`src/rtl/core/itp_pkg.sv`:
```
// package: word types, character codes and register indexes of the ipv4 text parser
package itp_pkg;

  // character codes
  localparam logic [7:0] CHAR_ZERO = 8'h30;
  localparam logic [7:0] CHAR_NINE = 8'h39;
  localparam logic [7:0] CHAR_DOT  = 8'h2e;

  // octet limits and address width
  localparam int unsigned ADDR_W      = 32;
  localparam int unsigned OCTET_W     = 9;
  localparam logic [8:0]  OCTET_LIMIT = 9'd255;
  localparam logic [8:0]  OCTET_SAT   = 9'd256;
  localparam logic [1:0]  SEG_FULL    = 2'd3;

  // configuration register indexes
  localparam int unsigned CFG_IDX_W = 2;
  typedef enum logic [CFG_IDX_W-1:0] {
    CFG_NETWORK_ADDRESS = 2'd0,
    CFG_PREFIX_LENGTH   = 2'd1
  } cfg_idx_t;

  localparam logic [5:0] PREFIX_RESET = 6'd32;
  localparam logic [5:0] PREFIX_MAX   = 6'd32;

  // input word: one character of address text
  typedef struct packed {
    logic [7:0] character;
    logic       last;
  } in_word_t;

  // result word
  typedef struct packed {
    logic [ADDR_W-1:0] address;
    logic              valid_res;
    logic              in_range;
  } out_word_t;

endpackage

```
`src/rtl/core/ipv4_text_parse_prefix_match_core.sv`:
```
// top level: dotted-decimal ipv4 parser with network prefix match
//
//  channel | direction | handshake          | word
//  in_     | input     | in_valid/in_stall  | in_word_t  (character, last)
//  out_    | output    | out_valid/out_stall| out_word_t (address, valid_res, in_range)
//  cfg_    | input     | cfg_valid/cfg_ready| cfg_index, cfg_data
//
// one character per cycle while in_stall is low; the parse accumulators update
// in the accept cycle and a word with last set loads the result register, seen
// in the next cycle. rst_n (synchronous) clears the accumulators, the result
// valid and the registers to network 0, prefix 32. input stalls only while a
// result is held and out_stall is high; cfg_ready is always high.
module ipv4_text_parse_prefix_match_core
  import itp_pkg::*;
(
  input  logic                 clk,
  input  logic                 rst_n,
  input  logic                 in_valid,
  output logic                 in_stall,
  input  in_word_t             in_data,
  output logic                 out_valid,
  input  logic                 out_stall,
  output out_word_t            out_data,
  input  logic                 cfg_valid,
  output logic                 cfg_ready,
  input  logic [CFG_IDX_W-1:0] cfg_index,
  input  logic [ADDR_W-1:0]    cfg_data
);

  // configuration registers
  logic [ADDR_W-1:0] network_r;
  logic [5:0]        prefix_r;

  // parse state
  logic [OCTET_W-1:0] octet_r, octet_nxt;
  logic [1:0]         seg_r, seg_nxt;
  logic               digit_r, digit_nxt;
  logic               err_r, err_nxt;
  logic [23:0]        packed_r, packed_nxt;

  // result register
  logic      out_valid_r;
  out_word_t out_data_r, out_data_nxt;

  logic        in_accept;
  logic [3:0]  digit_val;
  logic [11:0] octet_prod;
  logic        addr_ok;
  logic [ADDR_W-1:0] addr_full;
  logic [5:0]        prefix_eff;
  logic [ADDR_W-1:0] prefix_mask;

  assign cfg_ready = 1'b1;
  assign in_stall  = out_valid_r & out_stall;
  assign in_accept = in_valid & ~in_stall;

  // configuration writes
  always_ff @(posedge clk) begin
    if (!rst_n) begin
      network_r <= '0;
      prefix_r  <= PREFIX_RESET;
    end else if (cfg_valid && cfg_ready) begin
      unique case (cfg_index)
        CFG_NETWORK_ADDRESS: network_r <= cfg_data;
        CFG_PREFIX_LENGTH:   prefix_r  <= cfg_data[5:0];
        default: ;
      endcase
    end
  end

  // character classification and accumulator update
  always_comb begin
    digit_val  = 4'(in_data.character - CHAR_ZERO);
    octet_prod = {octet_r, 3'b000} + {2'b00, octet_r, 1'b0} + {8'h00, digit_val};
    octet_nxt  = octet_r;
    seg_nxt    = seg_r;
    digit_nxt  = digit_r;
    err_nxt    = err_r;
    packed_nxt = packed_r;
    case (in_data.character) inside
      [CHAR_ZERO:CHAR_NINE]: begin
        octet_nxt = (octet_prod > 12'(OCTET_SAT)) ? OCTET_SAT : octet_prod[OCTET_W-1:0];
        digit_nxt = 1'b1;
      end
      CHAR_DOT: begin
        if (!digit_r || octet_r > OCTET_LIMIT || seg_r == SEG_FULL) begin
          err_nxt = 1'b1;
        end else begin
          packed_nxt = {packed_r[15:0], octet_r[7:0]};
          seg_nxt    = seg_r + 2'd1;
        end
        octet_nxt = '0;
        digit_nxt = 1'b0;
      end
      default: begin
        err_nxt = 1'b1;
      end
    endcase
  end

  // final check and prefix compare on the last character
  always_comb begin
    addr_ok     = ~err_nxt & (seg_nxt == SEG_FULL) & digit_nxt & (octet_nxt <= OCTET_LIMIT);
    addr_full   = {packed_nxt, octet_nxt[7:0]};
    prefix_eff  = (prefix_r > PREFIX_MAX) ? PREFIX_MAX : prefix_r;
    prefix_mask = (prefix_eff == 6'd0) ? '0 : ({ADDR_W{1'b1}} << (PREFIX_MAX - prefix_eff));
    out_data_nxt.address   = addr_ok ? addr_full : '0;
    out_data_nxt.valid_res = addr_ok;
    out_data_nxt.in_range  = addr_ok & ((addr_full & prefix_mask) == (network_r & prefix_mask));
  end

  // parse state registers, cleared after each address
  always_ff @(posedge clk) begin
    if (!rst_n) begin
      octet_r  <= '0;
      seg_r    <= '0;
      digit_r  <= 1'b0;
      err_r    <= 1'b0;
      packed_r <= '0;
    end else if (in_accept) begin
      if (in_data.last) begin
        octet_r  <= '0;
        seg_r    <= '0;
        digit_r  <= 1'b0;
        err_r    <= 1'b0;
        packed_r <= '0;
      end else begin
        octet_r  <= octet_nxt;
        seg_r    <= seg_nxt;
        digit_r  <= digit_nxt;
        err_r    <= err_nxt;
        packed_r <= packed_nxt;
      end
    end
  end

  // result valid
  always_ff @(posedge clk) begin
    if (!rst_n) begin
      out_valid_r <= 1'b0;
    end else if (in_accept && in_data.last) begin
      out_valid_r <= 1'b1;
    end else if (!out_stall) begin
      out_valid_r <= 1'b0;
    end
  end

  // result payload
  always_ff @(posedge clk) begin
    if (in_accept && in_data.last) begin
      out_data_r <= out_data_nxt;
    end
  end

  assign out_valid = out_valid_r;
  assign out_data  = out_data_r;

endmodule

```
`config.mk`:
```
export PLATFORM = sky130hd
export DESIGN_NAME = ipv4_text_parse_prefix_match_core
export DESIGN_NICKNAME = d
export VERILOG_FILES = /design/src/rtl/core/itp_pkg.sv /design/src/rtl/core/ipv4_text_parse_prefix_match_core.sv
export SDC_FILE = /design/constraint.sdc
export NUM_CORES = 1
export LEC_CHECK = 0
export BUFFER_PORTS_ARGS = -buffer_cell sky130_fd_sc_hd__clkbuf_2
export CORE_UTILIZATION = 45
export DETAILED_ROUTE_END_ITERATION = 8
export HOLD_SLACK_MARGIN = 0.05
export PLACE_DENSITY_LB_ADDON = 0.1
export SLEW_MARGIN = 20
export SYNTH_ARGS = -nofsm -noshare
export SYNTH_HDL_FRONTEND = slang
export SYNTH_SLANG_ARGS = --single-unit
```
`constraint.sdc`:
```
create_clock -name clk -period 4.1 [get_ports clk]
set_input_delay 0.205 -clock clk [delete_from_list [all_inputs] [get_ports clk]]
set_output_delay 0.205 -clock clk [all_outputs]
set_load 0.005 [all_outputs]
```
== Yosys cells after proc, flatten, opt, wreduce, memory -nomap -nowiden ==
Index checks and enable logic that the tools add are counted.
Widths: inputs -> output; s select.
Cells by class
  bitwise gates (word level): 10
  add/subtract/negate cells: 5
  mux-type cells: 23
  shift operators: 1
  $lt $le $gt $ge: 6
  equality and inequality tests: 6
  reductions and logical operators: 9
Operator list (count)
  $mux 24: 4
  $and 32x32->32: 2
  $mux 9: 4
  $eq 32x32->1: 1
  $mux 32: 1
  $shl 32x6->32 const A: 1
  $add 12x10->12: 1
  $add 12x4->12: 1
  $gt 12x9->1 const B: 1
  $gt 9x8->1 const B: 1
  $le 9x8->1 const B: 1
  $mux 1: 9
  $eq 8x6->1 const B: 1
  $ge 8x6->1 const B: 1
  $le 8x6->1 const B: 1
  $mux 2: 4
  $and 1x1->1: 6
  $gt 6x6->1 const B: 1
  $logic_not 6->1: 1
  $mux 6: 1
  $sub 6x6->6 const A: 1
  $eq 2x2->1 const B: 2
  $reduce_and 2->1: 2
  $sub 4x1->4 const B: 1
  other kinds (8): 11
Word-level totals
  bits in registers: 110
  output and inout bits: 37
  input port bits: 48
  logic and storage cells: 71

== Longest topological paths before layout ==
Gate-level depths: netlist of run 1.
  word-level depth: 11
  gate-level depth with buffers: 14
  depth with buffers taken out: 13

== Worst setup path after synthesis of run 1 ==
Ideal clock, no wire load.
  kind: flip-flop to flip-flop
  from: register octet_r[0]
  to: register out_data_r, in the netlist out_data[0], data pin
  buffers on the path: 0
  required time: 3.843 ns
  setup time: 0.257 ns
  path slack: 0.358 ns
  clock period less this slack: 3.742 ns
  arrival: 3.485 ns
  stages on the path, launching flop included: 14
  path through: dfxtp_1 > inv_1 > fa_1 > inv_1 > fa_1 > or4_1 > nor2_1 > o21ai_0 > o31a_2 > nor3_1 > a22o_1 > xor2_1 > a21oi_1 > o2111a_1
RTL lines
  from (decl): line ipv4_text_parse_prefix_match_core.sv:35  | logic [OCTET_W-1:0] octet_r, octet_nxt;
  from (signal assigned): line ipv4_text_parse_prefix_match_core.sv:128  | octet_r <= octet_nxt;
  to (signal assigned): line ipv4_text_parse_prefix_match_core.sv:151  | out_data_r <= out_data_nxt;
  to (decl): line ipv4_text_parse_prefix_match_core.sv:43  | out_word_t out_data_r, out_data_nxt;

==> results of run 1 <==
## final timing paths
kind	endpoint	slack, ps	cells past startpoint
min reg2reg	network_r[7]	480	2
min	network_r[6]	80	3
max reg2reg	out_data[0]	260	13
max	out_data[0]	260	13
## timing repair
item,in CTS,in global routing
buffers inserted,0,0
setup endpoints to repair,0,1
resized for setup,0,4
## flip-flops by register name (all words and copies together) (netlist names)
name,flops
prefix_r,6
octet_r,9
network_r,32
packed_r,24
err_r,1
digit_r,1
out_valid,1
out_data,34
seg_r,2
## kinds of logic (layout without fill, tap and decap cells)
logic type      count (synthesis)  in the layout  synth area share (%)
xor+xnor                       34             34                  4.95
fa+ha+maj                      26             26                  5.57
compound gates                145            145                  17.9
flops                         110            110                  42.2
simple gates                  234            234                  20.3
buf+inv                        49            135                  3.26
other cells                     1              1                0.0623
mux                            33             33                  5.70
## power by group through the flow
| stage | combinational, µW | sequential [µW] | clock [µW] |
|---|---|---|---|
| global placement | 164 | 1190 | 0 |
| CTS | 166 | 1160 | 947 |
| floorplan | 97.5 | 1180 | 0 |
| global route | 183 | 1170 | 985 |
| finish | 166 | 1160 | 932 |
| detailed placement | 165 | 1190 | 0 |
## cells in the final DEF (no fill, tap or decap), drive strengths merged, types with 6 or more instances in the layout
cell	synthesis	routed
nor3	12	12
ha	22	22
a21boi	35	35
nor2	44	44
mux2i	26	26
nand2	82	82
buf	3	17
a22oi	32	32
inv	19	22
a21oi	9	9
xor2	15	15
xnor2	19	19
o21ai	19	19
mux2	7	7
a211oi	6	6
clkbuf	27	94
dfxtp	76	76
nor2b	53	53
edfxtp	34	34
## critical path, stage by stage (launching register included)
cell and delay [ps]:
sky130_fd_sc_hd__dfxtp_1 330, sky130_fd_sc_hd__inv_1 70, sky130_fd_sc_hd__fa_1 500, sky130_fd_sc_hd__inv_1 70
sky130_fd_sc_hd__fa_1 510, sky130_fd_sc_hd__or4_1 470, sky130_fd_sc_hd__nor2_1 100, sky130_fd_sc_hd__o21ai_0 80
sky130_fd_sc_hd__o31a_2 390, sky130_fd_sc_hd__nor3_2 340, sky130_fd_sc_hd__a22o_1 260, sky130_fd_sc_hd__xor2_1 180
sky130_fd_sc_hd__a21oi_1 60, sky130_fd_sc_hd__o2111a_1 240
## final cells by class
cell class,count,area (µm²)
multi-input combinational,473,3310
timing repair buffer,100,546
clock buffer,11,243
sequential,110,2540
tap,172,215
inverter,19,71.3
fill,1216,5820
clock inverter,5,75.1
## through the flow
stage	hold WS [ps]	cell area (µm²)
2_1_floorplan	330	6020
3_3_place_gp	441	6670
3_5_place_dp	446	6670
4_1_cts	68.8	6990
5_1_grt	71.0	7010
6_report	75.2	7010
## routing by layer
layer	GRT usage [%]	vias to the layer above	wire length [µm]
met1	32.8	2372	7510
met5	0	-	0
met4	7.93	0	325
met3	4.51	30	892
met2	37.1	174	7240
li1	-	2425	-
==> out/results.md, run 1 <==
| Quantity | This run |
|:---|:---|
| Cell accounting for the most synthesized area | sky130_fd_sc_hd__dfxtp_1 |
| Comb pwr share | 7.3% |
| Static leakage power | 0.00280 µW |
| Number of placement rows | 41 |
| Number of DRC markers in iteration 0 | 304 |
| Aggregate global-route resource usage | 23.7% |
| Critical path class | flop to flop |
| Post-route minimum period | 3840 ps |
| Number of top-level design ports | 85 |
| Share of synthesized flip-flops with an asynchronous set or reset | 0% |
| Layout area overhead | 16.4% |
| Slew Limit Headroom | 29.4% |
| TritonCTS clock tree | yes |
| Ranking of synthesized cells by instance count | sky130_fd_sc_hd__nand2_1 (82), sky130_fd_sc_hd__dfxtp_1 (76), sky130_fd_sc_hd__nor2b_1 (53), sky130_fd_sc_hd__nor2_1 (44), sky130_fd_sc_hd__a21boi_0 (35) |
| Count of input and output buffers | 83 |
| Global-route wire length before repair | 25700 µm |
| Antenna violations before repair | 0 |
| Clock tree sinks | 110 |
| Ranking of synthesized cells by area | sky130_fd_sc_hd__dfxtp_1 (25%), sky130_fd_sc_hd__edfxtp_1 (17%), sky130_fd_sc_hd__nor2b_1 (5.5%) |
| Total power of the final layout | 2260 µW |
| Number of distinct library cell variants in the gate-level netlist after synthesis | 75 |
| Count of mapped cells out of synthesis | 632 |
| Drt total wl | 16000 µm |
| Max clock buf depth | 2 |
| Placed instance count | 874 |
| Post-Synthesis Cell Area | 6020 µm² |
| Part of the total power dissipated in sequential elements | 51.4% |
| Number of hold buffers added after cts | 0 |
| Most used DFF post-synth | sky130_fd_sc_hd__dfxtp_1 |
| Reg-to-Reg Start | octet_r[0] |
| Launch point of the critical path | octet_r[0] |
| Via density | 5.62 |
| Finished Core Util | 54.6% |
| DRT Pass-1 Iters | 5 |
| Setup Viol. Count Final | 0 |
| Drc violations | 0 |
| MaxCap Viol Count | 0 |
| Number of enable-type register cells in the synthesized netlist | 34 |
| Clock Power Share | 41.2% |
| Number of synthesized register bits | 110 |
| Post-route clock skew | 8.75 ps |
| RSZ-0062 raised after global routing | no |
| Diodes inserted | 0 |
| Layout Cells excl Fill | 890 |
| Net count reported at finish | 785 |
| Layout cell share with drive strength beyond 1 | 19.8% |
| Number of routed nets with antenna violations | 0 |
| Clock root cell | sky130_fd_sc_hd__clkbuf_16 |
| CTS HTree Levels | 3 |
| Die height | 118 µm |
| Total Negative Setup Slacks | 0 ps |
| Critical path launch point type | flop |
| Library cell with the highest instance count after synthesis | sky130_fd_sc_hd__nand2_1 |
| Via total after detailed routing | 5001 |
| Mean post-synth cell area | 9.52 µm² |
| Worst hold path type | input port to flop |
| Max-slew violation count | 0 |
| Synthesis Warnings | 0 |
| Transition time at the pin with the least slew margin | 1060 ps |
| Reg clk slew, reported paths | 70 ps |
| Critical Path RT | 4210 ps |
| Die extent in x | 118 µm |
| Post-Syn Nets | 704 |
| DIE AREA | 13800 µm² |
| Fraction of the yosys area taken by sequential cells | 42.2% |
| Maximum fanout along the worst path | 6 |
| Post-placement setup slack | 128 ps |
| Number of global-route vias before repair | 4780 |
| CP arrival | 3950 ps |
| Post-detailed-placement half-perimeter wirelength | 12000 µm |
| Avg WL per Cell | 17.9 µm |
| Fin. Hold Viols | 0 |
| Effective utilization at floorplan | 46.9% |
| Std-Cell Core Area | 12800 µm² |
| Global-route congestion overflow total | 0 |
| Sw Share | 23.6% |
| Maximum VDD drop | 186 µV |
| Number of buffers added by the clock tree synthesis step | 9 |
| Hold path startpoint | cfg_data[6] |
| Clock latency on the worst-skew pair | 360 ps |
| Post-synth top area share | 25.3% |
| Largest net degree at the start of global routing | 77 |
| CP endpoint kind | flop |
| Final WS setup | 264 ps |
| Pwr dens | 323 nW/µm² |
| Internal power of the cells | 1730 µW |
| Run status | completed |
| Final GP Congestion | 0.932 |
| Final cycle utilization of the critical path | 93.6% |
| Achievable Freq | 0.261 GHz |
| Switching power of the nets | 534 µW |
(Power assumes the default switching activity.)
==> inputs of run 2 (changes only) <==
--- a/config.mk
+++ b/config.mk
@@ -7,8 +7,8 @@
 export LEC_CHECK = 0
-export BUFFER_PORTS_ARGS = -buffer_cell sky130_fd_sc_hd__clkbuf_2
 export CORE_UTILIZATION = 45
 export DETAILED_ROUTE_END_ITERATION = 8
+export DONT_BUFFER_PORTS = 1
 export HOLD_SLACK_MARGIN = 0.05
 export PLACE_DENSITY_LB_ADDON = 0.1
-export SLEW_MARGIN = 20
+export SLEW_MARGIN = 10
 export SYNTH_ARGS = -nofsm -noshare
==> constraint.sdc (replaced) <==
create_clock -name clk -period 4.1 [get_ports clk]
set_input_delay 1.025 -clock clk [delete_from_list [all_inputs] [get_ports clk]]
set_output_delay 1.025 -clock clk [all_outputs]
set_load 0.005 [all_outputs]
==> run 2 against run 1 <==
Net effect: critical path depth grew 1; flip-flop and latch count is the same; via count shrank 5.8%; die area is the same; design area shrank 4.0%; final cell count shrank 7.3%; highest routed layer unchanged.
==> out/results.md, run 2 (synthesized netlist as in run 1, its figures left out) <==
| Quantity | This run |
|:---|:---|
| Number of global-route vias before repair | 4541 |
| Slack of the worst reg-to-reg path | 310 ps |
| Net count reported at finish | 720 |
| Global-route wire length before repair | 24500 µm |
| Critical path launch point type | input port |
| Max clock buf depth | 2 |
| Number of hold buffers added after cts | 0 |
| Most common library cell in the layout ignoring fill and taps | sky130_fd_sc_hd__nand2_1 |
| Number of DRC markers in iteration 0 | 285 |
| Via total after detailed routing | 4711 |
| Maximum fanout along the worst path | 6 |
| Number of routed nets with antenna violations | 0 |
| Most frequent cells in the layout | sky130_fd_sc_hd__nand2_1 (82), sky130_fd_sc_hd__dfxtp_1 (76), sky130_fd_sc_hd__nor2b_1 (53) |
| Multi-input combinational cell area | 3340 µm² |
| Run status | completed |
| RSZ-0062 raised after global routing | yes |
| Reg-to-Reg Start | octet_r[0] |
| Number of buffers added by the clock tree synthesis step | 9 |
| Effective utilization at floorplan | 46.9% |
| Aggregate global-route resource usage | 22.8% |
| Avg WL per Cell | 18.5 µm |
| Sequential standard cell area | 2540 µm² |
| Max-slew violation count | 0 |
| Final GP Congestion | 0.903 |
| FILL cells | 1200 |
| Reg clk slew, reported paths | 80 ps |
| Final cycle utilization of the critical path | 98.0% |
| Drc violations | 0 |
| Slew Limit Headroom | 56.1% |
| Transition time at the pin with the least slew margin | 650 ps |
| Clock root cell | sky130_fd_sc_hd__clkbuf_16 |
| MaxCap Viol Count | 0 |
| Critical Path RT | 4220 ps |
| Setup Viol. Count Final | 0 |
| DRT Pass-1 Iters | 5 |
| Final WS setup | 81.5 ps |
| Via density | 5.71 |
| Post-detailed-placement half-perimeter wirelength | 11500 µm |
| Antenna violations before repair | 0 |
| Global-route congestion overflow total | 0 |
| Number of flip-flops in the largest register | 34 |
| TritonCTS clock tree | yes |
| Reg2reg path depth | 14 |
| Sink of the worst hold path | network_r[11] |
| Worst hold path type | flop to flop |
| Maximum VDD drop | 208 µV |
| Drt total wl | 15300 µm |
| Hold path startpoint | network_r[11] |
| CP arrival | 4140 ps |
| Post-route minimum period | 4020 ps |
| Layout cell share with drive strength beyond 1 | 12.6% |
| Clock tree sinks | 110 |
| Total Negative Setup Slacks | 0 ps |
| Die extent in x | 118 µm |
| CP endpoint kind | flop |
| Post-route clock skew | 10.2 ps |
| Number of placement rows | 41 |
| R2r endpoint | out_data[0] |
| Static leakage power | 0.00253 µW |
| Pwr dens | 317 nW/µm² |
| Cell depth of the worst min-delay path | 2 |
| Die height | 118 µm |
| Layout area overhead | 11.7% |
| Critical path class | input port to flop |
| Number of top-level design ports | 85 |
| Clock latency on the worst-skew pair | 360 ps |
| Count of input and output buffers | 0 |
| Post-placement setup slack | -304 ps |
| Achievable Freq | 0.249 GHz |
| Largest net degree at the start of global routing | 77 |
| Fin. Hold Viols | 0 |
| Min Hold Slack | 473 ps |
| CTS HTree Levels | 3 |
| DIE AREA | 13800 µm² |
| Std-Cell Core Area | 12800 µm² |
| Diodes inserted | 0 |
==> run 2: how the worst max path moves through the flow <==
stage              endpoint  slack [ps]  startpoint  cells after the start
5_1_grt         out_data[0]         -20  in_data[4]                     13
3_3_place_gp    out_data[0]        -230  in_data[4]                     13
3_5_place_dp    out_data[0]        -300  in_data[4]                     13
2_1_floorplan   out_data[0]        -110  in_data[4]                     13
6_report        out_data[0]          80  in_data[4]                     14
4_1_cts        out_data[17]          70  in_data[4]                     12
==> run 2: power by group <==
group / leakage, µW / switching [µW] / internal, µW
logic: 0.00147 / 62.7 / 53.5
clock network: 0.000134 / 427 / 420
registers: 0.000929 / 19.3 / 1150
total: 0.00253 / 509 / 1620
==> run 2: layout make-up <==
cell class                      instances  area share [%]
Timing Repair Buffer                   35            3.96
Clock inverter                          7           0.893
Tap cell                              172            3.20
Inverter                               19            1.06
Clock buffer                            9            3.35
Sequential cell                       110            37.8
Multi-Input combinational cell        473            49.7
==> run 2: metal layers <==
layer,up-vias,global-route usage (%),wire length [µm],share of wire (%)
met3,18,3.54,898,5.9
met4,0,9.54,314,2.1
met5,-,0,0,0
met2,139,35.1,6840,45
met1,2250,31.6,7210,47
li1,2304,-,-,-
==> run 2: stage by stage <==
stage	utilization [%]	total power, µW	std cells	instance area, µm²
5_1_grt	52.4	2200	825	6720
3_3_place_gp	49.9	1300	808	6400
4_1_cts	52.1	2140	824	6690
2_1_floorplan	-	1280	632	6050
3_5_place_dp	49.9	1310	808	6400
6_report	52.4	2130	825	6720
==> run 2: worst max-delay path, cell delays in order <==
cell                       delay [ps]
sky130_fd_sc_hd__inv_1             30
sky130_fd_sc_hd__fa_1             490
sky130_fd_sc_hd__inv_2             40
sky130_fd_sc_hd__buf_4            120
sky130_fd_sc_hd__ha_1             300
sky130_fd_sc_hd__a211oi_2          90
sky130_fd_sc_hd__or4b_2           640
sky130_fd_sc_hd__nand4_1          150
sky130_fd_sc_hd__o31a_2           260
sky130_fd_sc_hd__and4bb_2         280
sky130_fd_sc_hd__o21ai_0          150
sky130_fd_sc_hd__nor4b_1          260
sky130_fd_sc_hd__o311ai_1         140
sky130_fd_sc_hd__o2111a_1         160
==> run 2: what timing repair did <==
item | in CTS | in global routing
endpoints found under the setup margin | 0 | 34
endpoints found under the hold margin | 0 | 0
resized for setup | 0 | 6
setup buffers | 0 | 1
==> inputs of run 3 (changes only) <==
Settings changed: CTS_BUF_LIST set to sky130_fd_sc_hd__clkbuf_8.
==> run 3 against run 2 <==
Net effect: final cell count down 0.12%; worst setup slack better by 29 ps; clock power is 26% lower; register-to-register slack about the same; non-clock buffer count fell by 1; power fell by 10%; clock skew increased by 4.7 ps; design area shrank 1.8%; hold slack gained 4.6 ps; wire length fell by 0.92%; largest power group unchanged.
==> out/results.md, run 3 (synthesized netlist as in run 1, its figures left out) <==
| Quantity | This run |
|:---|:---|
| Critical path class | input port to flop |
| Layout area overhead | 9.73% |
| Finished Core Util | 51.5% |
| TritonCTS clock tree | yes |
| CP endpoint kind | flop |
| FILL cells | 1211 |
| Slack of the worst reg-to-reg path | 300 ps |
| Aggregate global-route resource usage | 22.6% |
| Reg-to-Reg Start | octet_r[0] |
| Post-route minimum period | 3990 ps |
| Via density | 5.72 |
| Critical path's slowest cell | sky130_fd_sc_hd__or4b_2 |
| Slew Limit Headroom | 56.1% |
| Global-route wire length before repair | 24400 µm |
| CP arrival | 4160 ps |
| Post-CTS resize count | 0 |
| Static leakage power | 0.00248 µW |
| Fin. Hold Viols | 0 |
| Avg WL per Cell | 18.4 µm |
| Cells along the critical path | inv_1, fa_1, inv_2, buf_4, ha_1, a211oi_2, or4b_2, nand4_1, o31a_2, and4bb_2, o21ai_0, nor4b_1, o311ai_1, o2111a_1 |
| Final GP Congestion | 0.903 |
| Diodes inserted | 0 |
| Launch point of the critical path | in_data[4] |
| Critical path launch point type | input port |
| Clock tree sinks | 110 |
| Number of global-route vias before repair | 4516 |
| Clock root cell | sky130_fd_sc_hd__clkbuf_8 |
| Global-route congestion overflow total | 0 |
| Number of buffers inserted by post-CTS setup repair | 0 |
| Number of DRC markers in iteration 0 | 296 |
| Number of hold buffers added after cts | 0 |
| Die height | 118 µm |
| Achievable Freq | 0.251 GHz |
| Max-slew violation count | 0 |
| Die extent in x | 118 µm |
| Drt total wl | 15100 µm |
| Number of top-level design ports | 85 |
| DRT Pass-1 Iters | 5 |
| Setup Viol. Count Final | 0 |
| Post-detailed-placement half-perimeter wirelength | 11500 µm |
| Std-Cell Core Area | 12800 µm² |
| Post-route clock skew | 14.9 ps |
| Drc violations | 0 |
| Layout cell share with drive strength beyond 1 | 12.3% |
| Number of flip-flops in the largest register | 34 |
| Most common library cell in the layout ignoring fill and taps | sky130_fd_sc_hd__nand2_1 |
| Net count reported at finish | 719 |
| Layout Cells excl Fill | 824 |
| Via total after detailed routing | 4710 |
| Number of routed nets with antenna violations | 0 |
| Delay of the slowest cell on the worst path | 640 ps |
| Run status | completed |
| Maximum VDD drop | 157 µV |
| MaxCap Viol Count | 0 |
| Transition time at the pin with the least slew margin | 658 ps |
| Count of input and output buffers | 0 |
| Most frequent cells in the layout | sky130_fd_sc_hd__nand2_1 (82), sky130_fd_sc_hd__dfxtp_1 (76), sky130_fd_sc_hd__nor2b_1 (53) |
| Total power of the final layout | 1910 µW |
| Number of buffers added by the clock tree synthesis step | 9 |
| Worst hold path type | flop to flop |
| Antenna violations before repair | 0 |
| DIE AREA | 13800 µm² |
| Maximum fanout along the worst path | 6 |
| Reg clk slew, reported paths | 110 ps |
| RSZ-0062 raised after global routing | no |
| Effective utilization at floorplan | 46.9% |
| Pwr dens | 289 nW/µm² |
| Max clock buf depth | 2 |
| Hold path startpoint | network_r[11] |
| Clock latency on the worst-skew pair | 400 ps |
| CTS HTree Levels | 3 |
| Number of placement rows | 41 |
| Placed instance count | 808 |
| Critical Path RT | 4270 ps |
| Largest net degree at the start of global routing | 77 |
| Final cycle utilization of the critical path | 97.3% |
## run 3: cell count changes in the layout (fill, tap and decap cells not counted), sizes merged
| cell | previous run | this run |
|---|---|---|
| buf | 35 | 34 |
## run 3: final cells by class
type,instances,area (µm²),share of cell area (%)
inverters,19,71.3,1.08
clock inverters,7,60.1,0.909
flip-flops and latches,110,2540,38.5
clock buffers,9,124,1.88
repair buffers,34,255,3.87
multi-input cells,473,3340,50.5
well taps,172,215,3.26
## run 3: layer usage
| metal | track usage, % | share of wire, % | wire length, µm | vias to the layer above |
|---|---|---|---|---|
| li1 | - | - | - | 2299 |
| met4 | 7.85 | 2.1 | 312 | 0 |
| met3 | 4.22 | 5.5 | 827 | 21 |
| met2 | 35.1 | 45 | 6730 | 134 |
| met1 | 31.4 | 48 | 7250 | 2256 |
| met5 | 0 | 0 | 0 | - |
## run 3: power breakdown
| group | internal (µW) | switching [µW] |
|---|---|---|
| clock | 228 | 402 |
| combinational | 52.6 | 62.2 |
| sequential | 1150 | 19.1 |
## run 3: critical path: cells and delay by family
family / cells / cell delay [ps]
buffers and inverters: 3 / 200
and+or+nand+nor: 4 / 1320
adders and majority gates: 2 / 790
AOI/OAI and AO/OA: 5 / 810
## run 3: final timing paths
path | endpoint | cells after the start
max | out_data[0] | 14
min | network_r[11] | 2
max reg2reg | out_data[0] | 14
min reg2reg | network_r[11] | 2
## run 3: through the flow
| stage | instance area (µm²) | hold WS, ps | TNS, ps | worst slack, ps |
|---|---|---|---|---|
| global placement | 6400 | 459 | -6640 | -229 |
| floorplan | 6050 | 443 | -106 | -106 |
| detailed placement | 6400 | 471 | -8300 | -304 |
| global route | 6600 | 515 | 0 | 5.27 |
| finish | 6600 | 478 | 0 | 111 |
| CTS | 6590 | 485 | 0 | 118 |
